**config.mk**
```make
export PLATFORM = sky130hd
export DESIGN_NAME = packet_buffer_pool_manager_flat
export DESIGN_NICKNAME = d
export VERILOG_FILES = /design/src/rtl/core/pbpm_pkg.sv /design/src/rtl/core/pbpm_if.sv /design/src/rtl/core/packet_buffer_pool_manager.sv /design/src/flat_wrapper.sv
export SDC_FILE = /design/constraint.sdc
export NUM_CORES = 2
export LEC_CHECK = 0
export BUFFER_PORTS_ARGS = -buffer_cell sky130_fd_sc_hd__buf_2
export CORE_ASPECT_RATIO = 0.75
export CORE_MARGIN = 1
export CORE_UTILIZATION = 52
export CTS_CLUSTER_SIZE = 28
export DETAILED_ROUTE_END_ITERATION = 10
export PLACE_DENSITY = 0.76
export SYNTH_ARGS = -nofsm -noshare
export SYNTH_HDL_FRONTEND = slang
export SYNTH_SLANG_ARGS = --single-unit
```
**constraint.sdc**
```tcl
create_clock -name clk -period 7.76 [get_ports clk]
set_input_delay 1.552 -clock clk [delete_from_list [all_inputs] [get_ports clk]]
set_output_delay 1.552 -clock clk [all_outputs]
set_load 0.005 [all_outputs]
```
**src/rtl/core/pbpm_pkg.sv**
```systemverilog
package pbpm_pkg;

  // Field widths
  localparam int unsigned REQ_W  = 3;
  localparam int unsigned DESC_W = 4;
  localparam int unsigned ADDR_W = 32;
  localparam int unsigned LEN_W  = 16;
  localparam int unsigned STAT_W = 2;
  localparam int unsigned DESC_COUNT = 16;

  // Request codes
  localparam logic [REQ_W-1:0] REQ_ALLOC    = 3'd0;
  localparam logic [REQ_W-1:0] REQ_ATTACH   = 3'd1;
  localparam logic [REQ_W-1:0] REQ_RELEASE  = 3'd2;
  localparam logic [REQ_W-1:0] REQ_DETACH   = 3'd3;
  localparam logic [REQ_W-1:0] REQ_QUERY    = 3'd4;
  localparam logic [REQ_W-1:0] REQ_TRIM     = 3'd5;
  localparam logic [REQ_W-1:0] REQ_SET_LEN  = 3'd6;
  localparam logic [REQ_W-1:0] REQ_FREE_BUF = 3'd7;

  // Status codes
  localparam logic [STAT_W-1:0] ST_OK       = 2'd0;
  localparam logic [STAT_W-1:0] ST_NO_BUF   = 2'd1;
  localparam logic [STAT_W-1:0] ST_NO_DESC  = 2'd2;
  localparam logic [STAT_W-1:0] ST_NOT_POOL = 2'd3;

  // Configuration register indexes
  localparam logic CFG_POOL_BASE = 1'b0;
  localparam logic CFG_STRIDE    = 1'b1;

  // One descriptor table entry
  typedef struct packed {
    logic [ADDR_W-1:0] addr;
    logic [LEN_W-1:0]  len;
    logic [LEN_W-1:0]  trimmed;
  } desc_entry_t;

endpackage

```
**src/rtl/core/pbpm_if.sv**
```systemverilog
// Request channel
interface pbpm_req_if;
  logic                          valid;
  logic                          ready;
  logic [pbpm_pkg::REQ_W-1:0]    req_type;
  logic [pbpm_pkg::DESC_W-1:0]   desc_index;
  logic [pbpm_pkg::ADDR_W-1:0]   buf_address;
  logic [pbpm_pkg::LEN_W-1:0]    byte_count;

  modport source (output valid, req_type, desc_index, buf_address, byte_count,
                  input ready);
  modport sink   (input valid, req_type, desc_index, buf_address, byte_count,
                  output ready);
endinterface

// Result channel
interface pbpm_res_if;
  logic                          valid;
  logic                          ready;
  logic [pbpm_pkg::STAT_W-1:0]   status;
  logic [pbpm_pkg::DESC_W-1:0]   desc_out;
  logic [pbpm_pkg::ADDR_W-1:0]   data_address;
  logic [pbpm_pkg::LEN_W-1:0]    remaining_length;

  modport source (output valid, status, desc_out, data_address, remaining_length,
                  input ready);
  modport sink   (input valid, status, desc_out, data_address, remaining_length,
                  output ready);
endinterface

```
**src/rtl/core/packet_buffer_pool_manager.sv**
```systemverilog
// Channel   Direction  Handshake      Payload
// in_req    in         valid/ready    req_type, desc_index, buf_address, byte_count
// out_res   out        valid/ready    status, desc_out, data_address, remaining_length
// cfg_*     in         write enable   cfg_index, cfg_wdata
//
// Most requests pass through accept, table read-modify-write and result load.
// Release and free-by-address add a buffer address scan, one pool buffer
// compared per cycle against a running base + x * stride.
// The descriptor table is a one-port-write, registered-read memory; per-entry
// valid bits make unwritten entries read as zero, so reset needs no clearing pass.
// A waiting result in the output register does not block the next transfer in.
module packet_buffer_pool_manager #(
  parameter int unsigned POOL_SIZE = 16
) (
  input  logic                            clk,
  input  logic                            rst_n,
  pbpm_req_if.sink                        in_req,
  pbpm_res_if.source                      out_res,
  input  logic                            cfg_we,
  input  logic                            cfg_index,
  input  logic [pbpm_pkg::ADDR_W-1:0]     cfg_wdata
);

  localparam int unsigned BUF_IW = (POOL_SIZE > 1) ? $clog2(POOL_SIZE) : 1;
  localparam int unsigned PROD_W = BUF_IW + pbpm_pkg::LEN_W;
  localparam int unsigned DESC_W = pbpm_pkg::DESC_W;
  localparam int unsigned ADDR_W = pbpm_pkg::ADDR_W;
  localparam int unsigned LEN_W  = pbpm_pkg::LEN_W;

  // Sequencer states
  localparam logic [1:0] ST_IDLE   = 2'd0;
  localparam logic [1:0] ST_EXEC   = 2'd1;
  localparam logic [1:0] ST_SCAN   = 2'd2;
  localparam logic [1:0] ST_RESULT = 2'd3;

  logic [1:0]                     state_r;
  logic [ADDR_W-1:0]              base_r;
  logic [LEN_W-1:0]               stride_r;

  logic [POOL_SIZE-1:0]           buf_busy_r;
  logic [pbpm_pkg::DESC_COUNT-1:0] desc_busy_r;
  logic [pbpm_pkg::DESC_COUNT-1:0] desc_vld_r;

  // Latched request
  logic [pbpm_pkg::REQ_W-1:0]     req_r;
  logic [DESC_W-1:0]              di_r;
  logic [ADDR_W-1:0]              addr_in_r;
  logic [LEN_W-1:0]               cnt_r;
  logic [BUF_IW-1:0]              fb_idx_r;
  logic                           fb_found_r;
  logic [DESC_W-1:0]              fd_idx_r;
  logic                           fd_found_r;
  logic [PROD_W-1:0]              prod_r;

  // Descriptor memory
  pbpm_pkg::desc_entry_t          mem [pbpm_pkg::DESC_COUNT];
  pbpm_pkg::desc_entry_t          mem_q_r;
  logic                           vld_q_r;
  logic                           mem_we;
  logic [DESC_W-1:0]              mem_widx;
  pbpm_pkg::desc_entry_t          mem_wdata;
  pbpm_pkg::desc_entry_t          ent;

  // Entry after update, for reports
  pbpm_pkg::desc_entry_t          ent_r;
  logic                           report_r;

  // Scan
  logic [ADDR_W-1:0]              target_r;
  logic [ADDR_W-1:0]              cur_r;
  logic [BUF_IW-1:0]              x_r;

  // Pending result
  logic [pbpm_pkg::STAT_W-1:0]    res_status_r;
  logic [DESC_W-1:0]              res_desc_r;
  logic [ADDR_W-1:0]              res_addr_r;
  logic [LEN_W-1:0]               res_len_r;
  logic [pbpm_pkg::STAT_W-1:0]    res_status_nxt;
  logic [DESC_W-1:0]              res_desc_nxt;
  logic [ADDR_W-1:0]              res_addr_nxt;
  logic [LEN_W-1:0]               res_len_nxt;

  // Output register
  logic                           out_valid_r;
  logic [pbpm_pkg::STAT_W-1:0]    out_status_r;
  logic [DESC_W-1:0]              out_desc_r;
  logic [ADDR_W-1:0]              out_addr_r;
  logic [LEN_W-1:0]               out_len_r;

  logic                           in_xfer;
  logic                           out_free;
  logic [BUF_IW-1:0]              fb_idx;
  logic                           fb_found;
  logic [DESC_W-1:0]              fd_idx;
  logic                           fd_found;
  logic                           rep_over;
  logic [ADDR_W-1:0]              rep_addr;
  logic [LEN_W-1:0]               rep_len;
  logic [ADDR_W-1:0]              alloc_addr;

  assign in_xfer   = in_req.valid && in_req.ready;
  assign in_req.ready = (state_r == ST_IDLE);
  assign out_free  = !out_valid_r || out_res.ready;

  // Lowest free pool buffer
  always_comb begin
    fb_idx   = '0;
    fb_found = 1'b0;
    for (int i = POOL_SIZE - 1; i >= 0; i--) begin
      if (!buf_busy_r[i]) begin
        fb_idx   = BUF_IW'(i);
        fb_found = 1'b1;
      end
    end
  end

  // Lowest free descriptor
  always_comb begin
    fd_idx   = '0;
    fd_found = 1'b0;
    for (int i = pbpm_pkg::DESC_COUNT - 1; i >= 0; i--) begin
      if (!desc_busy_r[i]) begin
        fd_idx   = DESC_W'(i);
        fd_found = 1'b1;
      end
    end
  end

  // Entry as read; never-written entries read as zero
  assign ent        = vld_q_r ? mem_q_r : '0;
  assign alloc_addr = base_r + ADDR_W'(prod_r);

  // Table write during the read-modify-write cycle
  always_comb begin
    mem_we    = 1'b0;
    mem_widx  = di_r;
    mem_wdata = ent;
    if (state_r == ST_EXEC) begin
      unique case (req_r)
        pbpm_pkg::REQ_ALLOC: begin
          mem_we    = fb_found_r && fd_found_r;
          mem_widx  = fd_idx_r;
          mem_wdata = '{addr: alloc_addr, len: '0, trimmed: '0};
        end
        pbpm_pkg::REQ_ATTACH: begin
          mem_we    = fd_found_r;
          mem_widx  = fd_idx_r;
          mem_wdata = '{addr: addr_in_r, len: cnt_r, trimmed: '0};
        end
        pbpm_pkg::REQ_TRIM: begin
          mem_we            = 1'b1;
          mem_wdata.trimmed = ent.trimmed + cnt_r;
        end
        pbpm_pkg::REQ_SET_LEN: begin
          mem_we        = 1'b1;
          mem_wdata.len = cnt_r;
        end
        pbpm_pkg::REQ_RELEASE, pbpm_pkg::REQ_DETACH,
        pbpm_pkg::REQ_QUERY, pbpm_pkg::REQ_FREE_BUF: begin
          mem_we = 1'b0;
        end
      endcase
    end
  end

  // Reply fields decided in the read-modify-write cycle
  always_comb begin
    res_status_nxt = pbpm_pkg::ST_OK;
    res_desc_nxt   = di_r;
    res_addr_nxt   = '0;
    res_len_nxt    = '0;
    if (state_r == ST_EXEC) begin
      unique case (req_r)
        pbpm_pkg::REQ_ALLOC: begin
          if (!fb_found_r) begin
            res_status_nxt = pbpm_pkg::ST_NO_BUF;
            res_desc_nxt   = '0;
          end else if (!fd_found_r) begin
            res_status_nxt = pbpm_pkg::ST_NO_DESC;
            res_desc_nxt   = '0;
          end else begin
            res_desc_nxt = fd_idx_r;
            res_addr_nxt = alloc_addr;
          end
        end
        pbpm_pkg::REQ_ATTACH: begin
          if (!fd_found_r) begin
            res_status_nxt = pbpm_pkg::ST_NO_DESC;
            res_desc_nxt   = '0;
          end else begin
            res_desc_nxt = fd_idx_r;
            res_addr_nxt = addr_in_r;
            res_len_nxt  = cnt_r;
          end
        end
        pbpm_pkg::REQ_DETACH: begin
          res_addr_nxt = ent.addr;
        end
        pbpm_pkg::REQ_FREE_BUF: begin
          res_desc_nxt = '0;
        end
        pbpm_pkg::REQ_RELEASE, pbpm_pkg::REQ_QUERY,
        pbpm_pkg::REQ_TRIM, pbpm_pkg::REQ_SET_LEN: begin
          res_desc_nxt = di_r;
        end
      endcase
    end
  end

  // Descriptor memory, registered read
  always_ff @(posedge clk) begin
    if (mem_we) begin
      mem[mem_widx] <= mem_wdata;
    end
    mem_q_r <= mem[in_req.desc_index];
  end

  // Report view of the updated entry
  assign rep_over = ent_r.trimmed > ent_r.len;
  assign rep_addr = ent_r.addr + (rep_over ? '0 : ADDR_W'(ent_r.trimmed));
  assign rep_len  = rep_over ? '0 : (ent_r.len - ent_r.trimmed);

  // Configuration registers
  always_ff @(posedge clk) begin
    if (!rst_n) begin
      base_r   <= '0;
      stride_r <= LEN_W'(1536);
    end else if (cfg_we) begin
      unique case (cfg_index)
        pbpm_pkg::CFG_POOL_BASE: base_r   <= cfg_wdata;
        pbpm_pkg::CFG_STRIDE:    stride_r <= cfg_wdata[LEN_W-1:0];
      endcase
    end
  end

  // Request capture and multiply for the allocation address
  always_ff @(posedge clk) begin
    vld_q_r <= desc_vld_r[in_req.desc_index];
    if (in_xfer) begin
      req_r      <= in_req.req_type;
      di_r       <= in_req.desc_index;
      addr_in_r  <= in_req.buf_address;
      cnt_r      <= in_req.byte_count;
      fb_idx_r   <= fb_idx;
      fb_found_r <= fb_found;
      fd_idx_r   <= fd_idx;
      fd_found_r <= fd_found;
      prod_r     <= {{LEN_W{1'b0}}, fb_idx} * {{BUF_IW{1'b0}}, stride_r};
    end
  end

  // Sequencer and table state
  always_ff @(posedge clk) begin
    if (!rst_n) begin
      state_r     <= ST_IDLE;
      buf_busy_r  <= '0;
      desc_busy_r <= '0;
      desc_vld_r  <= '0;
      out_valid_r <= 1'b0;
    end else begin
      // Result register fills on load, empties on a transfer out
      if (state_r == ST_RESULT && out_free) begin
        out_valid_r <= 1'b1;
      end else if (out_res.ready) begin
        out_valid_r <= 1'b0;
      end
      if (mem_we) begin
        desc_vld_r[mem_widx] <= 1'b1;
      end
      unique case (state_r)
        ST_IDLE: begin
          if (in_xfer) begin
            state_r <= ST_EXEC;
          end
        end
        ST_EXEC: begin
          ent_r        <= mem_wdata;
          report_r     <= (req_r == pbpm_pkg::REQ_QUERY) || (req_r == pbpm_pkg::REQ_TRIM) ||
                          (req_r == pbpm_pkg::REQ_SET_LEN);
          res_status_r <= res_status_nxt;
          res_desc_r   <= res_desc_nxt;
          res_addr_r   <= res_addr_nxt;
          res_len_r    <= res_len_nxt;
          target_r     <= (req_r == pbpm_pkg::REQ_RELEASE) ? ent.addr : addr_in_r;
          cur_r        <= base_r;
          x_r          <= '0;
          state_r      <= (req_r == pbpm_pkg::REQ_RELEASE || req_r == pbpm_pkg::REQ_FREE_BUF) ?
                          ST_SCAN : ST_RESULT;
          unique case (req_r)
            pbpm_pkg::REQ_ALLOC: begin
              if (fb_found_r && fd_found_r) begin
                buf_busy_r[fb_idx_r]  <= 1'b1;
                desc_busy_r[fd_idx_r] <= 1'b1;
              end
            end
            pbpm_pkg::REQ_ATTACH: begin
              if (fd_found_r) begin
                desc_busy_r[fd_idx_r] <= 1'b1;
              end
            end
            pbpm_pkg::REQ_RELEASE, pbpm_pkg::REQ_DETACH: begin
              desc_busy_r[di_r] <= 1'b0;
              desc_vld_r[di_r]  <= 1'b0;
            end
            pbpm_pkg::REQ_QUERY, pbpm_pkg::REQ_TRIM, pbpm_pkg::REQ_SET_LEN,
            pbpm_pkg::REQ_FREE_BUF: begin
            end
          endcase
        end
        ST_SCAN: begin
          // One pool buffer per cycle; lowest match wins
          if (cur_r == target_r) begin
            buf_busy_r[x_r] <= 1'b0;
            res_status_r    <= pbpm_pkg::ST_OK;
            state_r         <= ST_RESULT;
          end else if (x_r == BUF_IW'(POOL_SIZE - 1)) begin
            res_status_r <= (target_r != '0) ? pbpm_pkg::ST_NOT_POOL : pbpm_pkg::ST_OK;
            state_r      <= ST_RESULT;
          end else begin
            x_r   <= x_r + 1'b1;
            cur_r <= cur_r + ADDR_W'(stride_r);
          end
        end
        ST_RESULT: begin
          if (out_free) begin
            state_r <= ST_IDLE;
          end
        end
      endcase
    end
  end

  // Output payload load
  always_ff @(posedge clk) begin
    if (state_r == ST_RESULT && out_free) begin
      out_status_r <= res_status_r;
      out_desc_r   <= res_desc_r;
      out_addr_r   <= report_r ? rep_addr : res_addr_r;
      out_len_r    <= report_r ? rep_len : res_len_r;
    end
  end

  assign out_res.valid            = out_valid_r;
  assign out_res.status           = out_status_r;
  assign out_res.desc_out         = out_desc_r;
  assign out_res.data_address     = out_addr_r;
  assign out_res.remaining_length = out_len_r;

  // Checks
  a_accept_leaves_idle: assert property (@(posedge clk) disable iff (!rst_n)
    in_xfer |=> state_r == ST_EXEC)
    else $error("transfer in did not start the table access");

  a_scan_only_free: assert property (@(posedge clk) disable iff (!rst_n)
    state_r == ST_SCAN |->
      (req_r == pbpm_pkg::REQ_RELEASE || req_r == pbpm_pkg::REQ_FREE_BUF))
    else $error("buffer scan entered for a request that frees nothing");

  a_busy_has_entry: assert property (@(posedge clk) disable iff (!rst_n)
    (desc_busy_r & ~desc_vld_r) == '0)
    else $error("descriptor in use without a written table entry");

  a_write_marks_valid: assert property (@(posedge clk) disable iff (!rst_n)
    mem_we |=> desc_vld_r[$past(mem_widx)])
    else $error("table write did not mark its entry valid");

endmodule
```
**src/flat_wrapper.sv**
```systemverilog
// flat-port wrapper written by rule: the top's interface ports become plain ports
module packet_buffer_pool_manager_flat 
#(
  parameter int unsigned POOL_SIZE = 16
)
  (clk, rst_n, cfg_we, cfg_index, cfg_wdata, in_req_valid, in_req_req_type, in_req_desc_index, in_req_buf_address, in_req_byte_count, in_req_ready, out_res_valid, out_res_status, out_res_desc_out, out_res_data_address, out_res_remaining_length, out_res_ready);
  pbpm_req_if in_req_i ();
  pbpm_res_if out_res_i ();
  input  logic clk;
  input  logic rst_n;
  input  logic cfg_we;
  input  logic cfg_index;
  input  logic [pbpm_pkg::ADDR_W-1:0] cfg_wdata;
  input wire logic [$bits(in_req_i.valid)-1:0] in_req_valid;
  input wire logic [$bits(in_req_i.req_type)-1:0] in_req_req_type;
  input wire logic [$bits(in_req_i.desc_index)-1:0] in_req_desc_index;
  input wire logic [$bits(in_req_i.buf_address)-1:0] in_req_buf_address;
  input wire logic [$bits(in_req_i.byte_count)-1:0] in_req_byte_count;
  output wire logic [$bits(in_req_i.ready)-1:0] in_req_ready;
  output wire logic [$bits(out_res_i.valid)-1:0] out_res_valid;
  output wire logic [$bits(out_res_i.status)-1:0] out_res_status;
  output wire logic [$bits(out_res_i.desc_out)-1:0] out_res_desc_out;
  output wire logic [$bits(out_res_i.data_address)-1:0] out_res_data_address;
  output wire logic [$bits(out_res_i.remaining_length)-1:0] out_res_remaining_length;
  input wire logic [$bits(out_res_i.ready)-1:0] out_res_ready;
  assign in_req_i.valid = in_req_valid;
  assign in_req_i.req_type = in_req_req_type;
  assign in_req_i.desc_index = in_req_desc_index;
  assign in_req_i.buf_address = in_req_buf_address;
  assign in_req_i.byte_count = in_req_byte_count;
  assign in_req_ready = in_req_i.ready;
  assign out_res_valid = out_res_i.valid;
  assign out_res_status = out_res_i.status;
  assign out_res_desc_out = out_res_i.desc_out;
  assign out_res_data_address = out_res_i.data_address;
  assign out_res_remaining_length = out_res_i.remaining_length;
  assign out_res_i.ready = out_res_ready;
  packet_buffer_pool_manager #(.POOL_SIZE(POOL_SIZE)) u_core (.clk(clk), .rst_n(rst_n), .in_req(in_req_i), .out_res(out_res_i), .cfg_we(cfg_we), .cfg_index(cfg_index), .cfg_wdata(cfg_wdata));
endmodule
```
==> reports/qor.yml <==
start_util_pct: 52.39
crit_fanout: 10
hold_violations: 0
end_kind: "register"
post_drt_wl_per_cell_um: 27.69
slew_violations: 0
setup_viol: 0
holdPathEnd: "u_core.out_res.status[0]$_DFFE_PP_"
placed_cells: 5589
remaining_drc_errors: 0
fill_cells: 8832
hold_path_class: "reg2reg"
clk_latency_ns: 0.78
yosysMostFrequentCell: "edfxtp_1"
die_h_um: 305.9
whs_path_depth: 0
fin_setup_tns_ns: 0
overflow: 0
cts_buffers: 143
hold_start: "u_core.res_status_r[0]$_DFFE_PP_"
worstPathRequired_ns: 8.26
synth_area_leaders: "edfxtp_1 (63%), mux4_2 (11%), dfxtp_1 (5.1%)"
cap_violations: 0
synth_top_area_share_pct: 63.31
core-area_um2: 122200
firstDrtPassIters: 6
syn-num-nets: 4147
synth_common_cells: "edfxtp_1 (1,350), mux4_2 (325), nand2_1 (281)"
viasPerCell: 6.337
leakage_nw: 24.30
syn2layout_area_growth_pct: 12.08
cts_hold_buf: 0
synth_seq_cells: 1514
syn_area_um2: 64030
root_buffer: "clkbuf_16"
syn_inst: 3906
instances_no_fill: 5854
clock_skew_ns: 0.03093
critPathKind: "reg2reg"
postCtsSetupBuffers: 0
synthArstFlopShare_pct: 0
gp_congestion: 0.9666
layout_min_cycle_time_ns: 5.996
first_iter_violations: 5074
clkTransAtPathRegs_ns: 0.06
tightest_slew_ns: 1.362
die-area_um2: 124600
regToRegSetupSlack_ns: 1.76
first_global_vias: 36530
cts_tree: "yes"
antenna_found_initial: 3
cts-resized-gates: 0
antenna_left: 0
p_per_area_nw_per_um2: 276.7
dpl-instance-area_um2: 67050
drive_gt1_share_pct: 19.95
die_x_um: 407.2
drt-total-wl_um: 162100
ys.flop_type: "edfxtp_1"
crit_arrival_ns: 6.50
row_count: 111
post-dp-hpwl_um: 98270
finalCritPeriodShare_pct: 77.26
ys_types: 82
yosys_warnings: 0
synth_edf_count: 1350
finalNetCount: 4338
clockBufferDepth: 3
fmax_mhz: 166.8
grt_pass1_wl_um: 237700
rr_startpoint: "u_core.ent_r[0]$_DFFE_PP_"
cts_sinks: 1514
dr_total_vias: 37100
max-slew-margin-rel_pct: 6.579
startpoint_type: "register"
h-tree-depth: 4
status: "complete, no violations"
syn_area_per_cell_um2: 16.39
port_buffers: 148
grt_max_degree: 139
ys_seq_area_share_pct: 68.44
vdd_ir_drop_max_uv: 201.0
worst_r2r_endpoint: "u_core.out_res.data_address[22]$_DFFE_PP_"
reg2reg_depth: 23
yosysTopAreaCell: "edfxtp_1"
ios: 149
rsz0062_at_grt: "false"
grtUsageTotal_pct: 25.94
design_area_um2: 71770
## worst max-delay path, cell delays in order, from the launching register on
cell,delay [ns]
edfxtp_1,0.41
ha_1,0.23
inv_1,0.07
fa_1,0.20
a21o_1,0.13
a21o_1,0.14
a21oi_1,0.08
o21ai_0,0.23
a221oi_1,0.15
or2_2,0.33
a311oi_4,0.47
and2_1,0.21
ha_1,0.16
inv_1,0.06
fa_1,0.43
nor2b_1,0.16
o31a_1,0.19
o21ai_1,0.10
o21ai_0,0.38
a21oi_1,0.19
a21oi_1,0.86
nand3_1,0.24
xor2_1,0.22
a21oi_1,0.09
## through the flow
stage / hold WS (ns) / utilization (%) / setup slack, ns / power [mW]
2_1_floorplan: 0.4003 / - / 1.740 / 11.89
3_3_place_gp: 0.4049 / 54.86 / 2.080 / 12.84
3_5_place_dp: 0.4116 / 54.86 / 1.888 / 12.92
4_1_cts: 0.4263 / 58.71 / 1.846 / 19.88
5_1_grt: 0.4360 / 58.72 / 1.261 / 20.43
6_report: 0.4282 / 58.72 / 1.764 / 19.86
## area by class of cell
class                           count  area, µm²  share of cell area, %
Clock buffer                      188       3899                  5.432
Antenna cell                        1      2.502               0.003487
Clock inverter                     75      809.5                  1.128
Sequential cell                  1514      43820                  61.06
Timing Repair Buffer              225       1460                  2.035
Inverter                          113      424.2                 0.5910
Multi-Input combinational cell   2100      19300                  26.89
Tap cell                         1638       2049                  2.856
## cells by family (layout without fill, tap and decap cells)
logic type	Yosys count	after routing	share of synthesized area, %
multiplexers	356	356	11.96
flip-flops	1514	1514	68.44
AO/OA/AOI/OAI	586	586	6.093
other	0	1	0
adder cells (fa/ha/maj)	148	148	3.279
buffers and inverters	292	601	1.720
AND/OR/NAND/NOR	862	862	6.482
XOR/XNOR	148	148	2.024
## flip-flops by register name (all words and copies together) (netlist names), 20 cells and up
| name | flops |
|---|---|
| u_core.addr_in_r | 32 |
| u_core.base_r | 32 |
| u_core.cur_r | 32 |
| u_core.ent_r | 64 |
| u_core.mem | 1024 |
| u_core.mem_q_r | 64 |
| u_core.out_res.data_address | 32 |
| u_core.prod_r | 20 |
| u_core.res_addr_r | 32 |
| u_core.target_r | 32 |
## worst max path at each step
| stage | start | endpoint | slack, ns |
|---|---|---|---|
| floorplan | rst_n | u_core.ent_r[0]$_DFFE_PP_ | 1.74 |
| global placement | u_core.ent_r[0]$_DFFE_PP_ | u_core.out_res.data_address[28]$_DFFE_PP_ | 2.08 |
| detailed placement | u_core.ent_r[0]$_DFFE_PP_ | u_core.out_res.data_address[26]$_DFFE_PP_ | 1.89 |
| CTS | u_core.ent_r[0]$_DFFE_PP_ | u_core.out_res.data_address[22]$_DFFE_PP_ | 1.85 |
| global route | u_core.ent_r[0]$_DFFE_PP_ | u_core.out_res.data_address[22]$_DFFE_PP_ | 1.26 |
| finish | u_core.ent_r[0]$_DFFE_PP_ | u_core.out_res.data_address[22]$_DFFE_PP_ | 1.76 |
## report_power, final
part	switching (mW)	internal, mW
registers	0.408	9.71
logic	1.76	0.955
clock network	3.10	3.92
## placed cells by master (no fill, tap or decap), types with 31 or more instances in the layout
| master | netlist | routed |
|---|---|---|
| buf_4 | 0 | 69 |
| a21oi_1 | 127 | 126 |
| xnor2_1 | 100 | 100 |
| dfxtp_1 | 164 | 163 |
| fa_1 | 33 | 33 |
| inv_1 | 113 | 113 |
| o21ai_0 | 134 | 134 |
| nand2_1 | 281 | 280 |
| buf_2 | 4 | 144 |
| a21boi_0 | 55 | 55 |
| nor2b_1 | 36 | 34 |
| clkbuf_16 | 0 | 144 |
| a31oi_1 | 40 | 40 |
| and2_1 | 108 | 105 |
| xor2_1 | 48 | 48 |
| edfxtp_1 | 1350 | 1350 |
| a22o_1 | 39 | 39 |
| nand3_1 | 77 | 77 |
| clkbuf_1 | 142 | 31 |
| ha_1 | 115 | 114 |
| mux4_2 | 325 | 325 |
| nor2_1 | 198 | 182 |
## routing by layer
| metal | global-route usage (%) | share of wire (%) |
|---|---|---|
| met2 | 40.37 | 47 |
| met4 | 9.732 | 3.4 |
| met3 | 4.418 | 9.6 |
| met1 | 37.00 | 40 |
| met5 | 0 | 0 |
Note: power is estimated with default switching activity, not from simulation.
